## src/hdl/d8fra_pkg.sv

```systemverilog
// ----------------------------------------------------------------------------
// d8fra_pkg
// Shared types and constants of the D8 flow routing and accumulation block.
// ----------------------------------------------------------------------------
`default_nettype none
package d8fra_pkg;

  localparam int unsigned MaxSide = 64;
  localparam int unsigned IdxW   = 12;
  localparam int unsigned AccW   = 13;
  localparam int unsigned SideW  = 7;
  localparam int unsigned HW     = 24;
  localparam int unsigned DiagScale  = 46341;
  localparam int unsigned OrthoScale = 65536;

  localparam logic REQ_LOAD = 1'b0;
  localparam logic REQ_READ = 1'b1;
  localparam logic RESP_READ = 1'b0;
  localparam logic RESP_DONE = 1'b1;

  typedef struct packed {
    logic             req_type;
    logic [IdxW-1:0]  cell_index;
    logic signed [HW-1:0] height;
    logic             load_last;
  } req_t;

  typedef struct packed {
    logic             resp_kind;
    logic             has_downstream;
    logic [IdxW-1:0]  downstream_cell;
    logic [AccW-1:0]  accumulation;
    logic [AccW-1:0]  max_accumulation;
    logic             results_ready;
  } resp_t;

  typedef enum logic [4:0] {
    ST_IDLE, ST_INIT, ST_CENTER, ST_NBR, ST_NBR_WAIT, ST_ROUTE_WR, ST_ROUTE_INC,
    ST_SCAN, ST_SCAN_WAIT, ST_POP, ST_POP_CELL, ST_POP_TGT, ST_POP_WAIT,
    ST_MAX, ST_MAX_WAIT, ST_READ_WAIT, ST_OUT
  } state_e;

  typedef struct packed {
    logic init_start;   // start init sweep
    logic init_step;
    logic ctr_clr;      // clear cell counter
    logic ctr_inc;
    logic nbr_clr;
    logic nbr_inc;
    logic center_rd;
    logic nbr_rd;
    logic nbr_eval;
    logic route_wr;
    logic route_inc;
    logic scan_rd;
    logic scan_eval;
    logic pop_rd;
    logic cell_rd;
    logic tgt_rd;
    logic pop_eval;
    logic max_rd;
    logic max_eval;
    logic host_load;
    logic host_rd;
    logic resp_done;
    logic resp_read;
    logic out_load;
  } cmd_t;

  typedef struct packed {
    logic ctr_last;
    logic nbr_last;
    logic queue_empty;
  } sts_t;

endpackage
`default_nettype wire

```

## src/hdl/d8fra_ctrl.sv

```systemverilog
// ----------------------------------------------------------------------------
// d8fra_ctrl
// Sequencer: loads, reads, and the routing and accumulation passes.
// ----------------------------------------------------------------------------
`default_nettype none
module d8fra_ctrl (
  input  wire logic            clk_i,
  input  wire logic            rst_ni,
  input  wire logic            in_valid_i,
  output logic                 in_ready_o,
  input  wire d8fra_pkg::req_t in_data_i,
  input  wire logic            out_busy_i,
  input  wire d8fra_pkg::sts_t sts_i,
  output d8fra_pkg::cmd_t      cmd_o
);
  import d8fra_pkg::*;

  state_e state_q, state_d;

  always_ff @(posedge clk_i or negedge rst_ni) begin
    if (!rst_ni) begin
      state_q <= ST_IDLE;
    end else begin
      state_q <= state_d;
    end
  end

  always_comb begin
    state_d    = state_q;
    cmd_o      = '0;
    in_ready_o = 1'b0;
    case (state_q)
      ST_IDLE: begin
        in_ready_o = !out_busy_i;
        if (in_valid_i && !out_busy_i) begin
          if (in_data_i.req_type == REQ_LOAD) begin
            cmd_o.host_load = 1'b1;
            if (in_data_i.load_last) begin
              cmd_o.init_start = 1'b1;
              cmd_o.ctr_clr    = 1'b1;
              state_d = ST_INIT;
            end
          end else begin
            cmd_o.host_rd = 1'b1;
            state_d = ST_READ_WAIT;
          end
        end
      end
      ST_READ_WAIT: begin
        cmd_o.resp_read = 1'b1;
        cmd_o.out_load  = 1'b1;
        state_d = ST_IDLE;
      end
      ST_INIT: begin
        cmd_o.init_step = 1'b1;
        cmd_o.ctr_inc   = 1'b1;
        if (sts_i.ctr_last) begin
          cmd_o.ctr_clr = 1'b1;
          cmd_o.ctr_inc = 1'b0;
          state_d = ST_CENTER;
        end
      end
      ST_CENTER: begin
        cmd_o.center_rd = 1'b1;
        cmd_o.nbr_clr   = 1'b1;
        state_d = ST_NBR;
      end
      ST_NBR: begin
        cmd_o.nbr_rd = 1'b1;
        state_d = ST_NBR_WAIT;
      end
      ST_NBR_WAIT: begin
        cmd_o.nbr_eval = 1'b1;
        cmd_o.nbr_inc  = 1'b1;
        state_d = sts_i.nbr_last ? ST_ROUTE_WR : ST_NBR;
      end
      ST_ROUTE_WR: begin
        cmd_o.route_wr = 1'b1;
        state_d = ST_ROUTE_INC;
      end
      ST_ROUTE_INC: begin
        cmd_o.route_inc = 1'b1;
        if (sts_i.ctr_last) begin
          cmd_o.ctr_clr = 1'b1;
          state_d = ST_SCAN;
        end else begin
          cmd_o.ctr_inc = 1'b1;
          state_d = ST_CENTER;
        end
      end
      ST_SCAN: begin
        cmd_o.scan_rd = 1'b1;
        state_d = ST_SCAN_WAIT;
      end
      ST_SCAN_WAIT: begin
        cmd_o.scan_eval = 1'b1;
        if (sts_i.ctr_last) begin
          cmd_o.ctr_clr = 1'b1;
          state_d = ST_POP;
        end else begin
          cmd_o.ctr_inc = 1'b1;
          state_d = ST_SCAN;
        end
      end
      ST_POP: begin
        if (sts_i.queue_empty) begin
          state_d = ST_MAX;
        end else begin
          cmd_o.pop_rd = 1'b1;
          state_d = ST_POP_CELL;
        end
      end
      ST_POP_CELL: begin
        cmd_o.cell_rd = 1'b1;
        state_d = ST_POP_TGT;
      end
      ST_POP_TGT: begin
        cmd_o.tgt_rd = 1'b1;
        state_d = ST_POP_WAIT;
      end
      ST_POP_WAIT: begin
        cmd_o.pop_eval = 1'b1;
        state_d = ST_POP;
      end
      ST_MAX: begin
        cmd_o.max_rd = 1'b1;
        state_d = ST_MAX_WAIT;
      end
      ST_MAX_WAIT: begin
        cmd_o.max_eval = 1'b1;
        if (sts_i.ctr_last) begin
          state_d = ST_OUT;
        end else begin
          cmd_o.ctr_inc = 1'b1;
          state_d = ST_MAX;
        end
      end
      ST_OUT: begin
        cmd_o.resp_done = 1'b1;
        cmd_o.out_load  = 1'b1;
        state_d = ST_IDLE;
      end
      default: state_d = ST_IDLE;
    endcase
  end

  ap_out_from_known_state: assert property (@(posedge clk_i) disable iff (!rst_ni)
    cmd_o.out_load |-> (state_q == ST_OUT || state_q == ST_READ_WAIT))
    else $error("result loaded outside a response state");
  ap_ready_only_idle: assert property (@(posedge clk_i) disable iff (!rst_ni)
    in_ready_o |-> state_q == ST_IDLE)
    else $error("input taken while busy");
  ap_read_then_resp: assert property (@(posedge clk_i) disable iff (!rst_ni)
    cmd_o.host_rd |=> state_q == ST_READ_WAIT)
    else $error("read lost its response cycle");

endmodule
`default_nettype wire

```

## config.mk

```make
export PLATFORM = sky130hd
export DESIGN_NAME = d8fra_ctrl
export DESIGN_NICKNAME = d
export VERILOG_FILES = /design/src/hdl/d8fra_pkg.sv /design/src/hdl/d8fra_ctrl.sv
export SDC_FILE = /design/constraint.sdc
export NUM_CORES = 1
export LEC_CHECK = 0
export BUFFER_PORTS_ARGS = -buffer_cell sky130_fd_sc_hd__buf_2
export CAP_MARGIN = 40
export CORE_UTILIZATION = 33
export CTS_BUF_LIST = sky130_fd_sc_hd__clkbuf_8
export CTS_CLUSTER_DIAMETER = 50
export DETAILED_ROUTE_END_ITERATION = 10
export PLACE_DENSITY = 0.86
export SLEW_MARGIN = 25
export SYNTH_ARGS = -nofsm -noshare
export SYNTH_HDL_FRONTEND = slang
export SYNTH_SLANG_ARGS = --single-unit
```

## constraint.sdc

```tcl
create_clock -name clk_i -period 1.25 [get_ports clk_i]
set_clock_uncertainty 0.05 [all_clocks]
set_input_delay 0.125 -clock clk_i [delete_from_list [all_inputs] [get_ports clk_i]]
set_output_delay 0.125 -clock clk_i [all_outputs]
set_load 0.1 [all_outputs]
```

==> impl_metrics.json <==
{
  "path_delay_family": "simple AND/OR/NAND/NOR gates",
  "die_area_um2": 2260,
  "clock_sinks": 5,
  "numCtsBuffers": 3,
  "synth.yosys.seq_area_share_pct": 18.3,
  "grt_usage_pct": 38.3,
  "yosysMostFrequentCell": "nor2_1",
  "largest_reg_flops": 5,
  "drc": 0,
  "yosysTopAreaCellShare_pct": 18.3,
  "peakVddDrop_mv": 2.26,
  "cts.clk_slew.worst_paths_ns": 0.04,
  "design_area_um2": 1880,
  "powerDensity_nw_per_um2": 2880,
  "start_kind": "flop",
  "dr.pass1.iters": 6,
  "drt_iter0_drc": 107,
  "netlist_top_cells_count": "nor2_1, a21oi_1, o21ai_0",
  "pin_count": 70,
  "slew_headroom_pct": 77.6,
  "status": "complete, but fails checks",
  "portBuffers": 33,
  "route.antenna.remaining_nets": 0,
  "place_hpwl_um": 2390,
  "antenna_found_initial": 0,
  "critPathSlowestCell": "dfrtp_2",
  "drive_gt1_share_pct": 70.7,
  "avgSynthCellArea_um2": 6.98,
  "route.vias.total": 1198,
  "syn-num-nets": 143,
  "synth_area_um2": 684,
  "slowest_delay_ns": 0.45,
  "gp_congestion": 0.996,
  "die_w_um": 47.5,
  "syn_inst": 98,
  "holdWs_ns": 0.207,
  "synthDistinctLibCells": 41,
  "setup_ws_ns": -0.769,
  "nets": 213,
  "yosys_most_used_dff": "dfrtp_1",
  "fmax_ghz": 0.495,
  "crit_buf_inv": 3,
  "hold_class": "input port to async pin",
  "ys_async_sr_fraction_pct": 100,
  "finalSetupViolations": 30,
  "grt-ovfl-total": 0,
  "crit_chain": "buf_6 > or2_4 > nor3_4 > buf_4 > and2_4 > buf_12",
  "clk_latency_ns": 0.23,
  "hold_violations": 0,
  "end_kind": "output pin",
  "htree_levels": 1,
  "tritoncts": "yes",
  "synth.ff_latch_count": 5,
  "worstPathMaxFanout": 4,
  "clockRootBuffer": "clkbuf_8",
  "chipHeight_um": 47.5,
  "yosysWarnings": 0,
  "vias_per_cell": 6.18,
  "grt_max_degree": 14,
  "synth_edf_count": 0,
  "post_drt_wl_per_cell_um": 24.9,
  "synthTopCellsByArea": "dfrtp_1, nor2_1, a21oi_1, buf_4, o21ai_0",
  "initial_utilization_pct": 34.9,
  "insertedDiodeCount": 0,
  "leakagePower_nw": 0.782,
  "regMostFlops": "state_q",
  "place_area_um2": 1540,
  "drt-total-wl_um": 4830,
  "reg_top3": "state_q x5",
  "cp.arrival_ns": 1.84,
  "yosysTopAreaCell": "dfrtp_1",
  "final_max_slew_viol_count": 0,
  "worst-slew-pin-transition_ns": 0.336,
  "total_power_mw": 5.41,
  "critPathRequiredTime_ns": 1.08,
  "grt_pass1_wl_um": 5740,
  "final.period_utilization_pct": 162,
  "crit_type": "flop to output pin",
  "period_needed_ns": 2.02,
  "nFillCells": 48,
  "grt_pass1_vias": 1079,
  "cts_buffer_depth": 2,
  "core_um2": 1960,
  "violations": "negative setup slack",
  "syn_to_final_growth_pct": 174,
  "rsz0062_at_grt": "yes",
  "maxCapViolCount": 0,
  "rows": 16
}
path summary, 6_finish.rpt:
kind / to / cells past startpoint / slack, ns / start
hold reg to reg: state_q[1] / 3 / 0.74 / state_q[4]
min in group clk_i: state_q[1] / 4 / 0.28 / sts_i[1]
max in group asynchronous: state_q[1] / 2 / 0.79 / rst_ni
setup reg to reg: state_q[0] / 7 / -0.71 / state_q[1]
hold / removal: state_q[2] / 2 / 0.21 / rst_ni
setup / recovery: cmd_o[4] / 6 / -0.77 / state_q[1]
repair_timing:
action | 4_1_cts | 5_1_grt
hold buffers | 1 | 0
endpoints found under the hold margin | 5 | 0
pin swaps | 12 | 11
buffers inserted | 10 | 10
cloned | 0 | 0
setup endpoints to repair | 30 | 30
resized for setup | 29 | 16
worst reg2reg max path: cells and delay by family (launching register included):
kind | cells | cell delay [ns]
DFF | 1 | 0.45
buffers and inverters | 3 | 0.48
AOI/OAI and AO/OA | 3 | 0.64
and+or+nand+nor | 1 | 0.27
placed cells by master (no fill, tap or decap), types with 3 or more instances in the layout:
cell type / synthesis / final
buf_12: 0 / 26
buf_4: 5 / 19
buf_6: 1 / 17
nor2_4: 0 / 14
buf_2: 1 / 8
a21oi_1: 8 / 7
inv_1: 5 / 5
o21ai_0: 6 / 5
nor2_1: 18 / 4
nor3_4: 1 / 3
clkbuf_8: 0 / 3
dfrtp_2: 0 / 3
final cells by class:
type | instances | area [um^2] | share of cell area, %
clock buffer | 3 | 41.3 | 2.20
multi-input combinational | 80 | 712 | 37.9
sequential | 5 | 129 | 6.87
inverter | 5 | 22.5 | 1.20
clock inverter | 1 | 3.75 | 0.200
tap | 27 | 33.8 | 1.80
timing repair buffer | 73 | 935 | 49.8
kinds of logic after synthesis:
family | after synthesis | share of synthesized area, %
xor+xnor | 2 | 2.56
simple gates | 49 | 40.0
mux | 1 | 1.46
compound gates | 28 | 26.5
buf+inv | 13 | 11.2
flops | 5 | 18.3
report_power, final:
| group | total, mW | internal [mW] | switching [mW] |
|---|---|---|---|
| registers | 0.312 | 0.229 | 0.0831 |
| logic | 4.78 | 1.90 | 2.88 |
| clock network | 0.314 | 0.213 | 0.101 |
per-stage QoR:
step	setup slack [ns]	instances	util, %	setup TNS [ns]
after detailed placement	-0.448	173	78.6	-10.29
after floorplan	-1.38	98	-	-17.98
final	-0.769	194	95.7	-16.28
after CTS	-0.663	188	91.2	-14.24
after global routing	-0.815	194	95.7	-17.27
after global placement	-0.371	173	78.6	-8.24
layer usage:
metal	up-vias	GRT usage (%)	routed length [um]
met1	551	45.8	1680
li1	483	-	-
met5	-	0	0
met4	0	19.4	278
met2	127	64.1	2310
met3	37	9.06	565
(Power assumes the default switching activity.)
